--- config.mk ---
export PLATFORM = sky130hd
export DESIGN_NAME = fru_type_length_field_decoder
export DESIGN_NICKNAME = d
export VERILOG_FILES = /design/src/rtl/ftl_pkg.sv /design/src/rtl/ftl_queue.sv /design/src/rtl/ftl_front.sv /design/src/rtl/ftl_back.sv /design/src/rtl/fru_type_length_field_decoder.sv
export SDC_FILE = /design/constraint.sdc
export NUM_CORES = 1
export LEC_CHECK = 0
export BUFFER_PORTS_ARGS = -buffer_cell sky130_fd_sc_hd__buf_4
export CORE_MARGIN = 1
export CORE_UTILIZATION = 55
export DETAILED_ROUTE_END_ITERATION = 8
export PLACE_DENSITY = 0.81
export REMOVE_ABC_BUFFERS = 1
export SETUP_SLACK_MARGIN = 0.1
export SLEW_MARGIN = 20
export SYNTH_ARGS = -nofsm -noshare
export SYNTH_HDL_FRONTEND = slang
export SYNTH_SLANG_ARGS = --single-unit
--- constraint.sdc ---
create_clock -name clock -period 2.9 [get_ports clock]
set_clock_uncertainty 0.2 [all_clocks]
set_input_delay 0.435 -clock clock [delete_from_list [all_inputs] [get_ports clock]]
set_output_delay 0.435 -clock clock [all_outputs]
set_load 0.03 [all_outputs]
--- src/rtl/ftl_pkg.sv ---
// ----------------------------------------------------------------------------
// ftl_pkg
// Shared types, constants and character functions for the FRU type/length
// field decoder.
// ----------------------------------------------------------------------------
`default_nettype none

package ftl_pkg;

   // Field type code from header bits 7:6
   typedef enum logic [1:0] {
      KIND_HEX   = 2'd0,
      KIND_BCD   = 2'd1,
      KIND_SIX   = 2'd2,
      KIND_EIGHT = 2'd3
   } kind_type;

   // Decode job handed from front end to back end
   typedef struct packed {
      kind_type    kind;
      logic [23:0] word;   // body byte in [7:0]; gathered 6-bit group for KIND_SIX
      logic        fend;   // job carries the last body byte of the field
   } job_type;

   // Job queue occupancy as seen by both ends
   typedef struct packed {
      logic full;
      logic empty;
   } queue_status_type;

   localparam int QUEUE_DEPTH = 4;
   localparam int QUEUE_AW    = $clog2(QUEUE_DEPTH);

   localparam logic [7:0] ASCII_OFFSET = 8'h20;
   localparam logic [7:0] CHAR_ZERO    = 8'h30;
   localparam logic [7:0] CHAR_LOWER_A = 8'h61;

   // Lower-case hex digit
   function automatic logic [7:0] hex_char(input logic [3:0] v);
      logic [7:0] r;
      if (v < 4'd10) begin
         r = CHAR_ZERO + {4'd0, v};
      end else begin
         r = CHAR_LOWER_A + {4'd0, v} - 8'd10;
      end
      return r;
   endfunction

   // BCD plus character set "0123456789 -.:,_"
   function automatic logic [7:0] bcd_char(input logic [3:0] v);
      logic [7:0] r;
      unique case (v)
         4'd10:   r = 8'h20;   // space
         4'd11:   r = 8'h2d;   // dash
         4'd12:   r = 8'h2e;   // period
         4'd13:   r = 8'h3a;   // colon
         4'd14:   r = 8'h2c;   // comma
         4'd15:   r = 8'h5f;   // underscore
         default: r = CHAR_ZERO + {4'd0, v};
      endcase
      return r;
   endfunction

endpackage

`default_nettype wire

--- src/rtl/ftl_queue.sv ---
// ----------------------------------------------------------------------------
// ftl_queue
// Short job queue between the byte front end and the character back end.
// ----------------------------------------------------------------------------
`default_nettype none

module ftl_queue (
   input  wire logic                      clock,
   input  wire logic                      reset,
   input  wire logic                      push,
   input  wire ftl_pkg::job_type          push_job,
   input  wire logic                      pop,
   output ftl_pkg::job_type               head_job,
   output ftl_pkg::queue_status_type      status
);

   ftl_pkg::job_type                mem_ff [ftl_pkg::QUEUE_DEPTH];
   logic [ftl_pkg::QUEUE_AW-1:0]    wr_ptr_ff, wr_ptr_in;
   logic [ftl_pkg::QUEUE_AW-1:0]    rd_ptr_ff, rd_ptr_in;
   logic [ftl_pkg::QUEUE_AW:0]      count_ff,  count_in;

   // Pointer and occupancy update
   always_comb begin
      wr_ptr_in = wr_ptr_ff;
      rd_ptr_in = rd_ptr_ff;
      count_in  = count_ff;
      if (push) begin
         wr_ptr_in = wr_ptr_ff + 1'b1;
      end
      if (pop) begin
         rd_ptr_in = rd_ptr_ff + 1'b1;
      end
      if (push && !pop) begin
         count_in = count_ff + 1'b1;
      end else if (pop && !push) begin
         count_in = count_ff - 1'b1;
      end
   end

   always_ff @(posedge clock) begin
      if (reset) begin
         wr_ptr_ff <= '0;
         rd_ptr_ff <= '0;
         count_ff  <= '0;
      end else begin
         wr_ptr_ff <= wr_ptr_in;
         rd_ptr_ff <= rd_ptr_in;
         count_ff  <= count_in;
      end
   end

   // Entry storage
   always_ff @(posedge clock) begin
      if (push) begin
         mem_ff[wr_ptr_ff] <= push_job;
      end
   end

   assign head_job     = mem_ff[rd_ptr_ff];
   assign status.full  = (count_ff == (ftl_pkg::QUEUE_AW+1)'(ftl_pkg::QUEUE_DEPTH));
   assign status.empty = (count_ff == '0);

endmodule

`default_nettype wire

--- src/rtl/ftl_front.sv ---
// ----------------------------------------------------------------------------
// ftl_front
// Accepts FRU bytes, tracks header/body state, gathers 6-bit groups and
// queues one decode job per byte (or per group) that yields characters.
// ----------------------------------------------------------------------------
`default_nettype none

module ftl_front (
   input  wire logic                      clock,
   input  wire logic                      reset,
   input  wire logic                      req_tvalid,
   output logic                           req_tready,
   input  wire logic [7:0]                req_tdata,   // [7:0] data_byte
   input  wire ftl_pkg::queue_status_type status,
   output logic                           push,
   output ftl_pkg::job_type               push_job
);

   logic                in_body_ff, in_body_in;
   ftl_pkg::kind_type   kind_ff,    kind_in;
   logic [5:0]          left_ff,    left_in;
   logic [15:0]         group_ff,   group_in;
   logic [1:0]          count_ff,   count_in;

   logic        accept;
   logic [5:0]  left_dec;
   logic        fend;
   logic [23:0] six_word;

   assign req_tready = !status.full;
   assign accept     = req_tvalid && !status.full;
   assign left_dec   = left_ff - 6'd1;
   assign fend       = (left_dec == 6'd0);

   // Merge the new byte into the pending 6-bit group, first byte lowest
   always_comb begin
      case (count_ff)
         2'd0:    six_word = {16'd0, req_tdata};
         2'd1:    six_word = {8'd0, req_tdata, group_ff[7:0]};
         default: six_word = {req_tdata, group_ff};
      endcase
   end

   // Header/body sequencing and job generation
   always_comb begin
      in_body_in = in_body_ff;
      kind_in    = kind_ff;
      left_in    = left_ff;
      group_in   = group_ff;
      count_in   = count_ff;
      push       = 1'b0;
      push_job   = '{kind: kind_ff, word: {16'd0, req_tdata}, fend: fend};
      if (accept) begin
         if (!in_body_ff) begin
            kind_in    = ftl_pkg::kind_type'(req_tdata[7:6]);
            left_in    = req_tdata[5:0];
            group_in   = '0;
            count_in   = '0;
            in_body_in = (req_tdata[5:0] != 6'd0);
         end else begin
            left_in = left_dec;
            if (kind_ff == ftl_pkg::KIND_SIX && count_ff < 2'd2 && !fend) begin
               // hold byte until the group is full
               group_in = six_word[15:0];
               count_in = count_ff + 2'd1;
            end else begin
               push = 1'b1;
               if (kind_ff == ftl_pkg::KIND_SIX) begin
                  push_job.word = six_word;
               end
               group_in = '0;
               count_in = '0;
            end
            if (fend) begin
               in_body_in = 1'b0;
               group_in   = '0;
               count_in   = '0;
            end
         end
      end
   end

   always_ff @(posedge clock) begin
      if (reset) begin
         in_body_ff <= 1'b0;
         kind_ff    <= ftl_pkg::KIND_HEX;
         left_ff    <= '0;
         group_ff   <= '0;
         count_ff   <= '0;
      end else begin
         in_body_ff <= in_body_in;
         kind_ff    <= kind_in;
         left_ff    <= left_in;
         group_ff   <= group_in;
         count_ff   <= count_in;
      end
   end

endmodule

`default_nettype wire

--- src/rtl/ftl_back.sv ---
// ----------------------------------------------------------------------------
// ftl_back
// Steps through the queued jobs and emits one decoded character per cycle
// into a registered output stage while a job waits and rsp_tready allows.
// ----------------------------------------------------------------------------
`default_nettype none

module ftl_back (
   input  wire logic                      clock,
   input  wire logic                      reset,
   input  wire ftl_pkg::queue_status_type status,
   input  wire ftl_pkg::job_type          head_job,
   output logic                           pop,
   output logic                           rsp_tvalid,
   input  wire logic                      rsp_tready,
   output logic [7:0]                     rsp_tdata,   // [7:0] out_char
   output logic [2:0]                     rsp_tuser,   // [1:0] field_kind, [2] run_last
   output logic                           rsp_tlast    // field_end
);

   logic [1:0]          idx_ff,   idx_in;
   logic                valid_ff, valid_in;
   logic [7:0]          char_ff,  char_in;
   ftl_pkg::kind_type   kind_ff;
   logic                fend_ff;
   logic                last_ff;

   logic        out_free;
   logic        emit;
   logic [1:0]  last_idx;
   logic        is_last;
   logic [5:0]  six_bits;
   logic [3:0]  nibble;

   assign out_free = !valid_ff || rsp_tready;
   assign emit     = out_free && !status.empty;

   // Characters per job, minus one
   always_comb begin
      unique case (head_job.kind)
         ftl_pkg::KIND_HEX:                     last_idx = 2'd1;
         ftl_pkg::KIND_SIX:                     last_idx = 2'd3;
         ftl_pkg::KIND_BCD, ftl_pkg::KIND_EIGHT: last_idx = 2'd0;
         default:                               last_idx = 2'd0;
      endcase
   end

   assign is_last = (idx_ff == last_idx);
   assign pop     = emit && is_last;
   assign nibble  = (idx_ff == 2'd0) ? head_job.word[7:4] : head_job.word[3:0];

   // Six-bit character slice, least significant first
   always_comb begin
      case (idx_ff)
         2'd0:    six_bits = head_job.word[5:0];
         2'd1:    six_bits = head_job.word[11:6];
         2'd2:    six_bits = head_job.word[17:12];
         default: six_bits = head_job.word[23:18];
      endcase
   end

   // Character decode
   always_comb begin
      unique case (head_job.kind)
         ftl_pkg::KIND_HEX:   char_in = ftl_pkg::hex_char(nibble);
         ftl_pkg::KIND_BCD:   char_in = ftl_pkg::bcd_char(head_job.word[3:0]);
         ftl_pkg::KIND_SIX:   char_in = {2'd0, six_bits} + ftl_pkg::ASCII_OFFSET;
         ftl_pkg::KIND_EIGHT: char_in = head_job.word[7:0];
         default:             char_in = head_job.word[7:0];
      endcase
   end

   // Character index and output valid
   always_comb begin
      idx_in   = idx_ff;
      valid_in = valid_ff;
      if (out_free) begin
         valid_in = !status.empty;
      end
      if (emit) begin
         idx_in = is_last ? 2'd0 : idx_ff + 2'd1;
      end
   end

   always_ff @(posedge clock) begin
      if (reset) begin
         idx_ff   <= '0;
         valid_ff <= 1'b0;
      end else begin
         idx_ff   <= idx_in;
         valid_ff <= valid_in;
      end
   end

   // Output payload
   always_ff @(posedge clock) begin
      if (emit) begin
         char_ff <= char_in;
         kind_ff <= head_job.kind;
         fend_ff <= head_job.fend && is_last;
         last_ff <= is_last;
      end
   end

   assign rsp_tvalid = valid_ff;
   assign rsp_tdata  = char_ff;
   assign rsp_tuser  = {last_ff, kind_ff};
   assign rsp_tlast  = fend_ff;

endmodule

`default_nettype wire

--- src/rtl/fru_type_length_field_decoder.sv ---
// ----------------------------------------------------------------------------
// fru_type_length_field_decoder
// IPMI FRU type/length field decoder: FRU area bytes in, ASCII characters out.
// ----------------------------------------------------------------------------
// Each request is one FRU byte; a header byte opens a field and yields no
// character, body bytes decode by type (hex: 2 chars, BCD plus and 8-bit: 1,
// six-bit: 4 chars per 3-byte group). The front end takes one byte per cycle
// while its 4-entry job queue has room; the back end emits one character per
// cycle while rsp_tready is not held low, so the sustained rate is one byte per
// cycle for BCD plus and 8-bit, lower for hex and six-bit. An accepted byte
// is registered in the job queue, then its characters in the output register.
// ----------------------------------------------------------------------------
`default_nettype none

module fru_type_length_field_decoder (
   input  wire logic        clock,
   input  wire logic        reset,
   input  wire logic        req_tvalid,
   output logic             req_tready,
   input  wire logic [7:0]  req_tdata,   // [7:0] data_byte
   output logic             rsp_tvalid,
   input  wire logic        rsp_tready,
   output logic [7:0]       rsp_tdata,   // [7:0] out_char
   output logic [2:0]       rsp_tuser,   // [1:0] field_kind, [2] run_last
   output logic             rsp_tlast    // field_end
);

   ftl_pkg::queue_status_type q_status;
   ftl_pkg::job_type          push_job;
   ftl_pkg::job_type          head_job;
   logic                      q_push;
   logic                      q_pop;

   // Byte front end
   ftl_front u_front (
      .clock      (clock),
      .reset      (reset),
      .req_tvalid (req_tvalid),
      .req_tready (req_tready),
      .req_tdata  (req_tdata),
      .status     (q_status),
      .push       (q_push),
      .push_job   (push_job)
   );

   // Job queue
   ftl_queue u_queue (
      .clock    (clock),
      .reset    (reset),
      .push     (q_push),
      .push_job (push_job),
      .pop      (q_pop),
      .head_job (head_job),
      .status   (q_status)
   );

   // Character back end
   ftl_back u_back (
      .clock      (clock),
      .reset      (reset),
      .status     (q_status),
      .head_job   (head_job),
      .pop        (q_pop),
      .rsp_tvalid (rsp_tvalid),
      .rsp_tready (rsp_tready),
      .rsp_tdata  (rsp_tdata),
      .rsp_tuser  (rsp_tuser),
      .rsp_tlast  (rsp_tlast)
   );

   // Queue never overflows
   a_no_push_full: assert property (@(posedge clock) disable iff (reset)
      !(q_push && q_status.full))
      else $error("job pushed into full queue");

   // Queue never underflows
   a_no_pop_empty: assert property (@(posedge clock) disable iff (reset)
      !(q_pop && q_status.empty))
      else $error("job popped from empty queue");

   // A field end is always the last character of its job
   a_fend_is_last: assert property (@(posedge clock) disable iff (reset)
      (rsp_tvalid && rsp_tlast) |-> rsp_tuser[2])
      else $error("field end without run last");

   // A queued job reaches the output in the next cycle when the output is free
   a_job_to_output: assert property (@(posedge clock) disable iff (reset)
      (!q_status.empty && (!rsp_tvalid || rsp_tready)) |=> rsp_tvalid)
      else $error("pending job did not reach output");

endmodule

`default_nettype wire
==> impl_results.md <==
* Port buffer count at 25
* Router iterations before antenna repair at 5
* Clock latency on the worst-skew pair at 0.43 ns
* Die footprint at 0.0138 sq mm
* CTS Hold Bufs at 0
* Slowest CP cell: or4_4
* Worst reg2reg setup slack at -0.006 ns
* Hold_ws at 0.0802 ns
* Leakage at 3.09 nW
* Nets@finish at 625
* CTS clock-pin slew for the worst setup and hold paths at 0.06 ns
* Area leader, netlist: edfxtp_1
* Post-synth EDFFs at 120
* CTS tree: built
* Final Cycle Share at 1.00
* Count of warnings emitted by yosys at 0
* RR Startpoint: u_front.left_ff[1]
* Synth top area cells: edfxtp_1 49%, dfxtp_1 11%, mux4_2 8.6%
* Yosys cell types at 66
* Number of core rows at 41
* Most frequent cell after synthesis: edfxtp_1
* Crit Path Max Fanout at 4
* Root Buffer: clkbuf_16
* Antenna violations before repair at 1
* Crit path capture: u_queue.count_ff[2]
* CTS buffer count at 17
* FF+latch count, synth at 159
* Routed Antenna Nets at 0
* Fin area at 0.00876 sq mm
* Setup CP Type: reg -> reg
* Pwr Total at 0.00684 W
* # clock sinks at 159
* Ys async rst share at 0
* Dominant synthesized flop cell: edfxtp_1
* IR drop worst, VDD at 0.000399 V
* Via count at 4970
* Tmin final at 2.91 ns
* Max Root-Sink Buffers at 2
* Mapped cell area at 0.00736 sq mm
* Endpoint class of the critical path: register
* CP Cell Sequence: or3_4 -> or4_4 -> and3_4 -> o311a_4 -> ha_4 -> inv_2 -> fa_2 -> xor2_1 -> or3_1 -> a21oi_1
* Final Wtd Congestion at 0.936
* Power Density at 781 mW/mm^2
* Reg2Reg Capture Point: u_queue.count_ff[2]
* Final setup viols at 1
* Inserted Diodes at 0
* Via/cell ratio at 6.35
* DIE HEIGHT at 118 um
* Vias in the first global route at 4953
* Worst slew pin tran at 0.806 ns
* Reg2Reg Depth at 10
* Worst slew margin at 0.462
* Worst setup SP type: register
* IO Pins at 26
* Setup ws final at -0.00650 ns
* Crit-path max cell delay at 0.42 ns
* GR Overflow Total at 0
* Arrival time worst endpoint at 3.05 ns
* Min-Delay Path Class: in -> reg
* DRC viols at 0
* First-pass GRT wire length at 25800 um
* Syn Area/Cell at 13.7 sq um
* Failing checks: setup timing
* Final hold violation count at 0
* Final wirelength at 17100 um
* Chip width at 118 um
* Hpwl dp at 10700 um
* DP Area at 0.00800 sq mm
* H-tree level count at 4
* Area growth, synth to finish at 19.0%
* Syn Inst Count at 537
* Max Freq at 344 MHz
* Largest net degree at the start of global routing at 42
* Pre-CTS WS at -0.133 ns
* Status: complete, but fails checks
* Tot GR Track Use at 0.244
* Pins Over Slew Limit at 0
* Worst setup path start: u_front.left_ff[1]
* CP Data Required Time at 3.05 ns
* Initial core utilization at 0.574
* Share of layout cells above drive strength 1 at 0.296
* Drt initial violations at 509
* Placeable Area at 0.0128 sq mm
* Max-cap viol count at 0
* Yosys top cell area share at 0.490
* Commonest cells in the netlist: 120 x edfxtp_1, 48 x nor2_1, 39 x dfxtp_1, 31 x a21oi_1, 29 x nand2_1
* WL/cell at 21.8 um
* Register area share after synthesis at 0.596
* RSZ-0062 raised after global routing: true
==> layout make-up <==
type / count / area (sq um)
Fill cell: 888 / 4070
Inverter: 17 / 63.8
Clock inverter: 15 / 135
Multi-Input combinational cell: 327 / 2820
Timing Repair Buffer: 76 / 708
Sequential cell: 159 / 4390
Clock buffer: 17 / 425
Tap cell: 172 / 215
==> through the flow <==
stage | TNS (ns) | std cells | util
finish | -0.00650 | 783 | 0.683
CTS | 0 | 777 | 0.672
global placement | -0.00171 | 743 | 0.624
global route | -0.108 | 783 | 0.683
detailed placement | -0.134 | 743 | 0.624
floorplan | -31.86 | 503 | -
==> per-layer routing <==
metal | vias up | global-route usage | share of wire
met5 | - | 0 | 0.00076
met4 | 2 | 0.132 | 0.026
met3 | 43 | 0.0547 | 0.060
met2 | 243 | 0.403 | 0.51
met1 | 2462 | 0.299 | 0.40
li1 | 2220 | - | -
==> how the worst min path moves through the flow <==
stage                                   start             endpoint  slack (ns)  cells past startpoint
final                              rsp_tready    u_back.rsp_tvalid        0.08                      4
after global routing               rsp_tready    u_back.rsp_tvalid        0.09                      4
after detailed placement    u_back.rsp_tvalid    u_back.rsp_tvalid        0.27                      2
after floorplan           u_queue.count_ff[2]  u_queue.count_ff[2]        0.26                      2
after global placement      u_back.rsp_tvalid    u_back.rsp_tvalid        0.26                      2
after CTS                          rsp_tready    u_back.rsp_tvalid        0.06                      4
==> timing repair <==
action	CTS	global route
endpoints found under the hold margin	0	0
gates resized for setup	11	12
cloned	0	6
pin swaps	6	5
endpoints found under the setup margin	11	101
buffers inserted	2	0
==> where the power goes <==
part / switching, W / internal, W
Clock: 0.000918 / 0.00119
Combinational: 0.00107 / 0.000874
Sequential: 0.000106 / 0.00268
Total: 0.00210 / 0.00474
==> worst max-delay path, delay by kind of cell, from the launching register on <==
| kind | cells | cell delay (ns) |
|---|---|---|
| and+or+nand+nor | 4 | 1.32 |
| AOI/OAI and AO/OA | 2 | 0.49 |
| adders and majority gates | 2 | 0.36 |
| DFF | 1 | 0.33 |
| xor gates and xnor gates | 1 | 0.08 |
| buffers and inverters | 1 | 0.05 |
==> registers in the layout, indices dropped and copies added, names as in the netlist, 2 cells and up, named ones only <==
name	count
u_queue.wr_ptr_ff	2
u_front.group_ff	16
u_back.idx_ff	2
u_queue.rd_ptr_ff	2
u_queue.mem_ff	108
u_back.rsp_tdata	8
u_queue.count_ff	3
u_front.count_ff	2
u_front.left_ff	6
u_front.kind_ff	2
u_back.kind_ff	2
==> cell families after synthesis <==
group           synth area share
compound gates             0.108
xor+xnor                 0.00476
fa+ha+maj                 0.0265
buf+inv                   0.0289
flops                      0.596
mux                        0.136
simple gates              0.0995
==> layout by cell type (no fill, tap or decap), types with 6 or more instances in the layout <==
cell type and n:
ha_1 12, nand2_1 29, dfxtp_1 34, o41a_1 8, buf_4 62, a22oi_1 13
and3_1 6, mux2i_1 12, clkbuf_16 20, a21oi_1 31, a22o_1 8, mux4_2 28
nand2b_1 6, o21ai_0 8, clkinvlp_4 7, inv_1 15, edfxtp_1 120, nor3b_1 8
mux2_2 18, nor2_1 48
(Power assumes the default switching activity.)
